<file path="config.mk">
export PLATFORM = sky130hd
export DESIGN_NAME = keypad_code_lock
export DESIGN_NICKNAME = d
export VERILOG_FILES = /design/src/kcl_pkg.sv /design/src/kcl_front.sv /design/src/kcl_queue.sv /design/src/kcl_back.sv /design/src/keypad_code_lock.sv
export SDC_FILE = /design/constraint.sdc
export NUM_CORES = 1
export LEC_CHECK = 0
export ABC_CLOCK_PERIOD_IN_PS = 2600
export BUFFER_PORTS_ARGS = -buffer_cell sky130_fd_sc_hd__buf_2
export CELL_PAD_IN_SITES_DETAIL_PLACEMENT = 1
export CELL_PAD_IN_SITES_GLOBAL_PLACEMENT = 1
export CORE_UTILIZATION = 41
export CTS_CLUSTER_SIZE = 20
export DETAILED_ROUTE_END_ITERATION = 10
export HOLD_SLACK_MARGIN = 0.03
export PLACE_DENSITY = 0.83
export SYNTH_ARGS = -nofsm -noshare
export SYNTH_HDL_FRONTEND = slang
export SYNTH_SLANG_ARGS = --single-unit
export TNS_END_PERCENT = 50
</file>
<file path="constraint.sdc">
create_clock -name clock -period 2.6 [get_ports clock]
set_clock_uncertainty 0.1 [all_clocks]
set_input_delay 0.52 -clock clock [delete_from_list [all_inputs] [get_ports clock]]
set_output_delay 0.52 -clock clock [all_outputs]
set_load 0.1 [all_outputs]
</file>
<file path="src/kcl_pkg.sv">
// ----------------------------------------------------------------------------
// kcl_pkg
// Types and constants of the keypad code lock.
// ----------------------------------------------------------------------------
package kcl_pkg;

   localparam int KEY_W      = 8;
   localparam int CSR_DATA_W = 40;
   localparam int MAX_ATT_W  = 3;
   localparam int FAIL_W     = 3;

   localparam logic [KEY_W-1:0] KEY_ENTER  = 8'd10;
   localparam logic [KEY_W-1:0] KEY_DELETE = 8'd127;

   localparam logic [CSR_DATA_W-1:0] CODE_WORD_RESET    = 40'h7464323232;
   localparam logic [MAX_ATT_W-1:0]  MAX_ATTEMPTS_RESET = 3'd3;

   // request queue between front and back
   localparam int Q_DEPTH = 2;
   localparam int Q_PTR_W = $clog2(Q_DEPTH);
   localparam int Q_CNT_W = $clog2(Q_DEPTH + 1);

   typedef enum logic {
      CSR_CODE_WORD    = 1'b0,
      CSR_MAX_ATTEMPTS = 1'b1
   } csr_index_type;

   typedef enum logic [1:0] {
      KIND_PRINT  = 2'd0,
      KIND_DELETE = 2'd1,
      KIND_ENTER  = 2'd2
   } key_kind_type;

   typedef enum logic [1:0] {
      ECHO_NONE  = 2'd0,
      ECHO_STAR  = 2'd1,
      ECHO_ERASE = 2'd2
   } echo_type;

   typedef enum logic [1:0] {
      VERDICT_PENDING = 2'd0,
      VERDICT_GRANTED = 2'd1,
      VERDICT_DENIED  = 2'd2
   } verdict_type;

   typedef struct packed {
      key_kind_type     kind;
      logic [KEY_W-1:0] key;
   } key_item_type;

endpackage

</file>
<file path="src/kcl_front.sv">
// ----------------------------------------------------------------------------
// kcl_front
// Classifies each incoming key as printable, delete or enter.
// ----------------------------------------------------------------------------
module kcl_front (
   input  logic [kcl_pkg::KEY_W-1:0] key_code,
   output kcl_pkg::key_item_type     item
);

   always_comb begin
      item.key = key_code;
      unique case (key_code)
         kcl_pkg::KEY_ENTER:  item.kind = kcl_pkg::KIND_ENTER;
         kcl_pkg::KEY_DELETE: item.kind = kcl_pkg::KIND_DELETE;
         default:             item.kind = kcl_pkg::KIND_PRINT;
      endcase
   end

endmodule

</file>
<file path="src/kcl_queue.sv">
// ----------------------------------------------------------------------------
// kcl_queue
// Short request queue between the classifier and the lock engine.
// ----------------------------------------------------------------------------
module kcl_queue (
   input  logic                  clock,
   input  logic                  reset,
   input  logic                  push_valid,
   output logic                  push_ready,
   input  kcl_pkg::key_item_type push_item,
   output logic                  pop_valid,
   input  logic                  pop_ready,
   output kcl_pkg::key_item_type pop_item
);

   kcl_pkg::key_item_type               mem_ff [kcl_pkg::Q_DEPTH];
   logic [kcl_pkg::Q_PTR_W-1:0]         wr_ptr_ff, wr_ptr_in;
   logic [kcl_pkg::Q_PTR_W-1:0]         rd_ptr_ff, rd_ptr_in;
   logic [kcl_pkg::Q_CNT_W-1:0]         count_ff, count_in;
   logic                                push, pop;

   localparam logic [kcl_pkg::Q_PTR_W-1:0] LAST_PTR = kcl_pkg::Q_PTR_W'(kcl_pkg::Q_DEPTH - 1);
   localparam logic [kcl_pkg::Q_CNT_W-1:0] FULL_CNT = kcl_pkg::Q_CNT_W'(kcl_pkg::Q_DEPTH);

   assign push_ready = (count_ff != FULL_CNT);
   assign pop_valid  = (count_ff != '0);
   assign pop_item   = mem_ff[rd_ptr_ff];
   assign push       = push_valid && push_ready;
   assign pop        = pop_valid && pop_ready;

   always_comb begin
      wr_ptr_in = wr_ptr_ff;
      rd_ptr_in = rd_ptr_ff;
      count_in  = count_ff;
      if (push) begin
         wr_ptr_in = (wr_ptr_ff == LAST_PTR) ? '0 : wr_ptr_ff + 1'b1;
      end
      if (pop) begin
         rd_ptr_in = (rd_ptr_ff == LAST_PTR) ? '0 : rd_ptr_ff + 1'b1;
      end
      if (push && !pop) begin
         count_in = count_ff + 1'b1;
      end else if (pop && !push) begin
         count_in = count_ff - 1'b1;
      end
   end

   always_ff @(posedge clock) begin
      if (reset) begin
         wr_ptr_ff <= '0;
         rd_ptr_ff <= '0;
         count_ff  <= '0;
      end else begin
         wr_ptr_ff <= wr_ptr_in;
         rd_ptr_ff <= rd_ptr_in;
         count_ff  <= count_in;
      end
   end

   always_ff @(posedge clock) begin
      if (push) begin
         mem_ff[wr_ptr_ff] <= push_item;
      end
   end

endmodule

</file>
<file path="src/kcl_back.sv">
// ----------------------------------------------------------------------------
// kcl_back
// Lock engine: entry buffer, counters, code compare and result register.
// ----------------------------------------------------------------------------
module kcl_back #(
   parameter int CODE_LENGTH = 5,
   parameter int ECHO_MAX    = 63
) (
   input  logic                            clock,
   input  logic                            reset,
   input  logic                            csr_write_en,
   input  logic                            csr_index,
   input  logic [kcl_pkg::CSR_DATA_W-1:0]  csr_wdata,
   input  logic                            item_valid,
   output logic                            item_ready,
   input  kcl_pkg::key_item_type           item,
   output logic                            rsp_valid,
   input  logic                            rsp_ready,
   output logic [1:0]                      rsp_echo_action,
   output logic                            rsp_attempt_ended,
   output logic                            rsp_attempt_matched,
   output logic [1:0]                      rsp_verdict,
   output logic [kcl_pkg::FAIL_W-1:0]      rsp_failures_so_far
);

   localparam int SC_W   = $clog2(CODE_LENGTH + 1);
   localparam int EC_W   = $clog2(ECHO_MAX + 1);
   localparam int CODE_W = 8 * CODE_LENGTH;
   localparam int CWX_W  = (CODE_W > kcl_pkg::CSR_DATA_W) ? CODE_W : kcl_pkg::CSR_DATA_W;
   localparam logic [SC_W-1:0] SC_FULL = SC_W'(CODE_LENGTH);
   localparam logic [EC_W-1:0] EC_MAX  = EC_W'(ECHO_MAX);

   logic [kcl_pkg::CSR_DATA_W-1:0] code_word_ff;
   logic [kcl_pkg::MAX_ATT_W-1:0]  max_attempts_ff;
   logic [kcl_pkg::KEY_W-1:0]      entry_ff [CODE_LENGTH];
   logic [kcl_pkg::KEY_W-1:0]      entry_in [CODE_LENGTH];
   logic [SC_W-1:0]                stored_ff, stored_in;
   logic [EC_W-1:0]                echo_cnt_ff, echo_cnt_in;
   logic [kcl_pkg::FAIL_W-1:0]     fail_ff, fail_in;

   logic                           rsp_valid_ff, rsp_valid_in;
   kcl_pkg::echo_type              echo_ff, echo_in;
   logic                           ended_ff, ended_in;
   logic                           matched_ff, matched_in;
   kcl_pkg::verdict_type           verdict_ff, verdict_in;
   logic [kcl_pkg::FAIL_W-1:0]     report_ff, report_in;

   logic [CWX_W-1:0]               code_ext;
   logic                           code_hit;
   logic [kcl_pkg::MAX_ATT_W-1:0]  limit;
   logic [kcl_pkg::FAIL_W-1:0]     fail_inc;
   logic                           take;

   assign item_ready = !rsp_valid_ff || rsp_ready;
   assign take       = item_valid && item_ready;
   assign code_ext   = CWX_W'(code_word_ff);
   assign limit      = (max_attempts_ff == '0) ? kcl_pkg::MAX_ATT_W'(1) : max_attempts_ff;
   assign fail_inc   = fail_ff + 1'b1;

   // character 0 sits in the top used byte of the code word
   always_comb begin
      code_hit = 1'b1;
      for (int k = 0; k < CODE_LENGTH; k++) begin
         if (entry_ff[k] != code_ext[8*(CODE_LENGTH-1-k) +: 8]) begin
            code_hit = 1'b0;
         end
      end
   end

   always_comb begin
      entry_in     = entry_ff;
      stored_in    = stored_ff;
      echo_cnt_in  = echo_cnt_ff;
      fail_in      = fail_ff;
      rsp_valid_in = rsp_valid_ff && !rsp_ready;
      echo_in      = echo_ff;
      ended_in     = ended_ff;
      matched_in   = matched_ff;
      verdict_in   = verdict_ff;
      report_in    = report_ff;
      if (take) begin
         rsp_valid_in = 1'b1;
         echo_in      = kcl_pkg::ECHO_NONE;
         ended_in     = 1'b0;
         matched_in   = 1'b0;
         verdict_in   = kcl_pkg::VERDICT_PENDING;
         report_in    = fail_ff;
         unique case (item.kind)
            kcl_pkg::KIND_ENTER: begin
               ended_in = 1'b1;
               if (code_hit) begin
                  matched_in = 1'b1;
                  verdict_in = kcl_pkg::VERDICT_GRANTED;
                  fail_in    = '0;
               end else begin
                  report_in = fail_inc;
                  if (fail_inc >= limit) begin
                     verdict_in = kcl_pkg::VERDICT_DENIED;
                     fail_in    = '0;
                  end else begin
                     fail_in = fail_inc;
                  end
               end
               for (int k = 0; k < CODE_LENGTH; k++) begin
                  entry_in[k] = '0;
               end
               stored_in   = '0;
               echo_cnt_in = '0;
            end
            kcl_pkg::KIND_DELETE: begin
               if (echo_cnt_ff != '0) begin
                  echo_in     = kcl_pkg::ECHO_ERASE;
                  echo_cnt_in = echo_cnt_ff - 1'b1;
                  if (stored_ff != '0) begin
                     stored_in = stored_ff - 1'b1;
                  end
               end
            end
            default: begin
               if (echo_cnt_ff < EC_MAX) begin
                  // store only while nothing echoed went unstored
                  if (stored_ff < SC_FULL && EC_W'(stored_ff) == echo_cnt_ff) begin
                     for (int k = 0; k < CODE_LENGTH; k++) begin
                        if (stored_ff == SC_W'(k)) begin
                           entry_in[k] = item.key;
                        end
                     end
                     stored_in = stored_ff + 1'b1;
                  end
                  echo_in     = kcl_pkg::ECHO_STAR;
                  echo_cnt_in = echo_cnt_ff + 1'b1;
               end
            end
         endcase
      end
   end

   always_ff @(posedge clock) begin
      if (reset) begin
         code_word_ff    <= kcl_pkg::CODE_WORD_RESET;
         max_attempts_ff <= kcl_pkg::MAX_ATTEMPTS_RESET;
      end else if (csr_write_en) begin
         unique case (kcl_pkg::csr_index_type'(csr_index))
            kcl_pkg::CSR_CODE_WORD:    code_word_ff    <= csr_wdata;
            kcl_pkg::CSR_MAX_ATTEMPTS: max_attempts_ff <= csr_wdata[kcl_pkg::MAX_ATT_W-1:0];
            default: ;
         endcase
      end
   end

   always_ff @(posedge clock) begin
      if (reset) begin
         for (int k = 0; k < CODE_LENGTH; k++) begin
            entry_ff[k] <= '0;
         end
         stored_ff    <= '0;
         echo_cnt_ff  <= '0;
         fail_ff      <= '0;
         rsp_valid_ff <= 1'b0;
      end else begin
         entry_ff     <= entry_in;
         stored_ff    <= stored_in;
         echo_cnt_ff  <= echo_cnt_in;
         fail_ff      <= fail_in;
         rsp_valid_ff <= rsp_valid_in;
      end
   end

   always_ff @(posedge clock) begin
      echo_ff    <= echo_in;
      ended_ff   <= ended_in;
      matched_ff <= matched_in;
      verdict_ff <= verdict_in;
      report_ff  <= report_in;
   end

   assign rsp_valid           = rsp_valid_ff;
   assign rsp_echo_action     = echo_ff;
   assign rsp_attempt_ended   = ended_ff;
   assign rsp_attempt_matched = matched_ff;
   assign rsp_verdict         = verdict_ff;
   assign rsp_failures_so_far = report_ff;

endmodule

</file>
<file path="src/keypad_code_lock.sv">
// Path: a request is written into the queue, then taken by the lock engine into its output register.
// Throughput: one request per cycle while rsp_ready takes each response, set
//   by the lock engine and its output register; the two-entry queue keeps
//   intake going while a response waits to be taken.
// Reset: synchronous, active high; clears the entry buffer, counters and queue
//   and restores the code word and attempt limit. No clearing pass.
// ----------------------------------------------------------------------------
// keypad_code_lock
// Code lock fed one key per request: echo, delete, and code check on enter.
// ----------------------------------------------------------------------------
module keypad_code_lock #(
   parameter int CODE_LENGTH = 5,
   parameter int ECHO_MAX    = 63
) (
   input  logic                            clock,
   input  logic                            reset,
   input  logic                            csr_write_en,
   input  logic                            csr_index,
   input  logic [kcl_pkg::CSR_DATA_W-1:0]  csr_wdata,
   input  logic                            req_valid,
   output logic                            req_ready,
   input  logic [kcl_pkg::KEY_W-1:0]       req_key_code,
   output logic                            rsp_valid,
   input  logic                            rsp_ready,
   output logic [1:0]                      rsp_echo_action,
   output logic                            rsp_attempt_ended,
   output logic                            rsp_attempt_matched,
   output logic [1:0]                      rsp_verdict,
   output logic [kcl_pkg::FAIL_W-1:0]      rsp_failures_so_far
);

   kcl_pkg::key_item_type front_item;
   kcl_pkg::key_item_type q_item;
   logic                  q_valid;
   logic                  q_ready;

   kcl_front u_front (
      .key_code (req_key_code),
      .item     (front_item)
   );

   kcl_queue u_queue (
      .clock      (clock),
      .reset      (reset),
      .push_valid (req_valid),
      .push_ready (req_ready),
      .push_item  (front_item),
      .pop_valid  (q_valid),
      .pop_ready  (q_ready),
      .pop_item   (q_item)
   );

   kcl_back #(
      .CODE_LENGTH (CODE_LENGTH),
      .ECHO_MAX    (ECHO_MAX)
   ) u_back (
      .clock               (clock),
      .reset               (reset),
      .csr_write_en        (csr_write_en),
      .csr_index           (csr_index),
      .csr_wdata           (csr_wdata),
      .item_valid          (q_valid),
      .item_ready          (q_ready),
      .item                (q_item),
      .rsp_valid           (rsp_valid),
      .rsp_ready           (rsp_ready),
      .rsp_echo_action     (rsp_echo_action),
      .rsp_attempt_ended   (rsp_attempt_ended),
      .rsp_attempt_matched (rsp_attempt_matched),
      .rsp_verdict         (rsp_verdict),
      .rsp_failures_so_far (rsp_failures_so_far)
   );

endmodule

</file>
==> results.json <==
{
  "fin_hold_ws_ps": 203,
  "clock_path_buffers": 2,
  "power_density_nw_per_um2": 1110,
  "crit_chain": "mux2i_1 -> inv_1 -> ha_2 -> ha_1 -> a21o_1 -> a21o_1 -> a21o_1 -> a311oi_2 -> a21oi_1 -> o32ai_1",
  "dr.pass1.iters": 4,
  "grt_usage_pct": 20.8,
  "period_share_pct": 97.2,
  "synth_top_area_cell": "dfxtp_1",
  "ir_drop_v": 0.000580,
  "fin_area_um2": 7070,
  "drt-initial-drc-count": 210,
  "syn_inst": 590,
  "slew_viol_final": 0,
  "cts_tree": "built",
  "ys_async_sr_fraction_pct": 0,
  "critPathTopFamily": "compound AO/OA/AOI/OAI gates",
  "place_area_um2": 6450,
  "gr-total-overflow": 0,
  "path_common_cell": "a21o_1",
  "antenna_found_initial": 0,
  "vias": 4365,
  "syn_nets": 662,
  "min_path_type": "in -> reg",
  "cts_buffers": 17,
  "drive_gt1_share_pct": 19.3,
  "clock-sinks": 129,
  "syn_area_um2": 5900,
  "leakage_nw": 3.09,
  "die_y_um": 122,
  "routed_wl_um": 14400,
  "ctsHtreeMaxLevel": 4,
  "yosys_warnings": 0,
  "row_count": 43,
  "crit_slowest_cell": "dfxtp_2",
  "port_buffers": 64,
  "nFillCells": 1599,
  "hold_viol": 0,
  "layout.nets": 732,
  "routabilityCongestion": 0.865,
  "grt_pass1_wl_um": 23300,
  "fin_crit_ps": 2530,
  "synth.avg_cell_area_um2": 10.0,
  "rsz0062_at_grt": "true",
  "worst-setup-path-type": "reg -> reg",
  "crit_path_end_kind": "flop",
  "antenna_left": 0,
  "grt_max_degree": 95,
  "max_stage_delay_ps": 350,
  "status": "finished clean",
  "critPathMaxFanout": 6,
  "cp_num_buf_inv": 1,
  "syn_to_final_growth_pct": 19.8,
  "die_width_um": 122,
  "power_mw": 7.83,
  "ys_ff_latch": 129,
  "ios": 65,
  "yosysSeqAreaShare_pct": 48.5,
  "worst_pin_slew_ps": 873,
  "r2r_slack_ps": 70,
  "path_clk_slew_ps": 60,
  "synthTopCellsByArea": "dfxtp_1, edfxtp_1, mux2i_1, nand2_1, xnor2_1",
  "routed_via_density": 5.12,
  "setup_ws_ps": 72.3,
  "coreArea_um2": 14000,
  "synth_top_area_share_pct": 34.3,
  "cp.arrival_ps": 2750,
  "antenna_cells": 0,
  "pre_cts_slack_ps": -45.8,
  "synth_flop_cell": "dfxtp_1",
  "clock.fmax_ghz": 0.396,
  "start_util_pct": 42.2,
  "dp_hpwl_um": 9940,
  "hold_buffers": 0,
  "die_area_um2": 14900,
  "drc": 0,
  "grt_pass1_vias": 4692,
  "clock_latency_ps": 420,
  "maxCapViolations": 0,
  "ys_types": 48,
  "setup_tns_ps": 0,
  "relSlewSlack_pct": 41.6,
  "wire_per_inst_um": 16.9,
  "cts-root-buf": "clkbuf_16",
  "finalSetupViolCount": 0,
  "synth_edf_count": 28,
  "worstPathRequired_ps": 2820,
  "start_kind": "flop"
}
==> registers in the layout, summed over array words and instances, names as in the netlist, named ones only <==
register and cells:
u_queue.mem_ff 20, u_back.rsp_echo_action 2, u_queue.count_ff 2, u_back.code_ext 40, u_back.rsp_valid 1, u_back.echo_cnt_ff 6
u_queue.rd_ptr_ff 1, u_back.rsp_failures_so_far 3, u_back.max_attempts_ff 3, u_back.fail_ff 3, u_back.stored_ff 3, u_back.rsp_attempt_ended 1
u_back.entry_ff 40, u_queue.wr_ptr_ff 1, u_back.rsp_verdict 2
==> worst register-to-register path, stage by stage (launching register included) <==
cell	delay, ps
dfxtp_2	350
mux2i_1	230
inv_1	70
ha_2	230
ha_1	290
a21o_1	180
a21o_1	220
a21o_1	210
a311oi_2	230
a21oi_1	100
o32ai_1	240
==> cell families (layout without fill, tap and decap cells) <==
group	count (synthesis)	in the layout	share of synthesized area, %
AO/OA/AOI/OAI	68	68	7.50
flip-flops	129	129	48.5
XOR/XNOR	51	51	7.69
multiplexers	53	53	9.20
AND/OR/NAND/NOR	232	232	20.6
buffers and inverters	39	121	2.61
adder cells (fa/ha/maj)	18	18	3.94
==> layer usage <==
layer  GRT usage, %  up-vias  wire length, µm
met2           34.9       84             7020
met4           10.3        0              352
met3           4.45       25              411
li1               -     2162                -
met1           25.3     2094             6600
met5              0        -                0
==> Yosys cell counts (all sizes together), types with 2 or more instances <==
| library cell | n |
|---|---|
| mux2 | 10 |
| nand4 | 12 |
| edfxtp | 28 |
| dfxtp | 101 |
| and3 | 3 |
| inv | 14 |
| nand3b | 21 |
| mux2i | 43 |
| a221oi | 2 |
| nand3 | 5 |
| a211oi | 2 |
| nor4 | 4 |
| o211ai | 2 |
| buf | 3 |
| nand2b | 44 |
| xnor2 | 38 |
| clkbuf | 22 |
| nand2 | 106 |
| nor3b | 2 |
| nor2b | 2 |
| xor2 | 13 |
| o21ai | 6 |
| a21oi | 41 |
| nor3 | 9 |
| a21o | 7 |
| ha | 17 |
| a211o | 2 |
| or4 | 2 |
| nor2 | 20 |
==> power breakdown <==
| part | total [mW] | internal, mW | switching, mW | leakage, nW |
|---|---|---|---|---|
| Combinational | 2.76 | 0.981 | 1.78 | 1.71 |
| Sequential | 2.71 | 2.43 | 0.282 | 1.09 |
| Clock | 2.35 | 1.53 | 0.821 | 0.289 |
| Total | 7.83 | 4.94 | 2.89 | 3.09 |
==> stage by stage <==
| stage | cells | utilization (%) |
|---|---|---|
| finish | 852 | 50.6 |
| global route | 852 | 50.6 |
| CTS | 851 | 50.4 |
| detailed placement | 819 | 46.1 |
| global placement | 819 | 46.1 |
| floorplan | 590 | - |
==> cells in the final DEF (no fill, tap or decap), drive strengths merged, types with 4 or more instances in the layout <==
| master | n |
|---|---|
| nand2 | 106 |
| mux2 | 10 |
| mux2i | 43 |
| nor3 | 9 |
| a21oi | 41 |
| nand2b | 44 |
| dfxtp | 101 |
| nor4 | 4 |
| xnor2 | 38 |
| clkbuf | 26 |
| o21ai | 6 |
| ha | 17 |
| xor2 | 13 |
| edfxtp | 28 |
| inv | 14 |
| buf | 76 |
| nand3b | 21 |
| nand4 | 12 |
| nor2 | 20 |
| nand3 | 5 |
| a21o | 7 |
==> repair_timing <==
action	CTS	global route
pin swaps	0	3
endpoints found under the hold margin	0	0
gates resized for setup	1	2
setup buffers	1	1
endpoints found under the setup margin	1	3
==> layout make-up <==
cell class	count	area, µm²	share of cell area (%)
Multi-Input combinational cell	422	2920	41.3
Sequential cell	129	2860	40.5
Clock buffer	26	510	7.22
Timing Repair Buffer	76	423	5.98
Tap cell	180	225	3.18
Clock inverter	5	75.1	1.06
Inverter	14	52.6	0.743
==> final timing paths <==
check | startpoint | end | cells after the start
hold reg to reg | u_back.max_attempts_ff[0]$_SDFFE_PP1P_ | u_back.max_attempts_ff[0]$_SDFFE_PP1P_ | 1
setup / recovery | flop | u_back.echo_cnt_ff[5]$_SDFFE_PP0P_ | 10
hold / removal | req_key_code[7] | u_queue.mem_ff[1][7]$_DFFE_PP_ | 1
setup reg to reg | flop | u_back.echo_cnt_ff[5]$_SDFFE_PP0P_ | 10
Note: power is estimated with default switching activity, not from simulation.
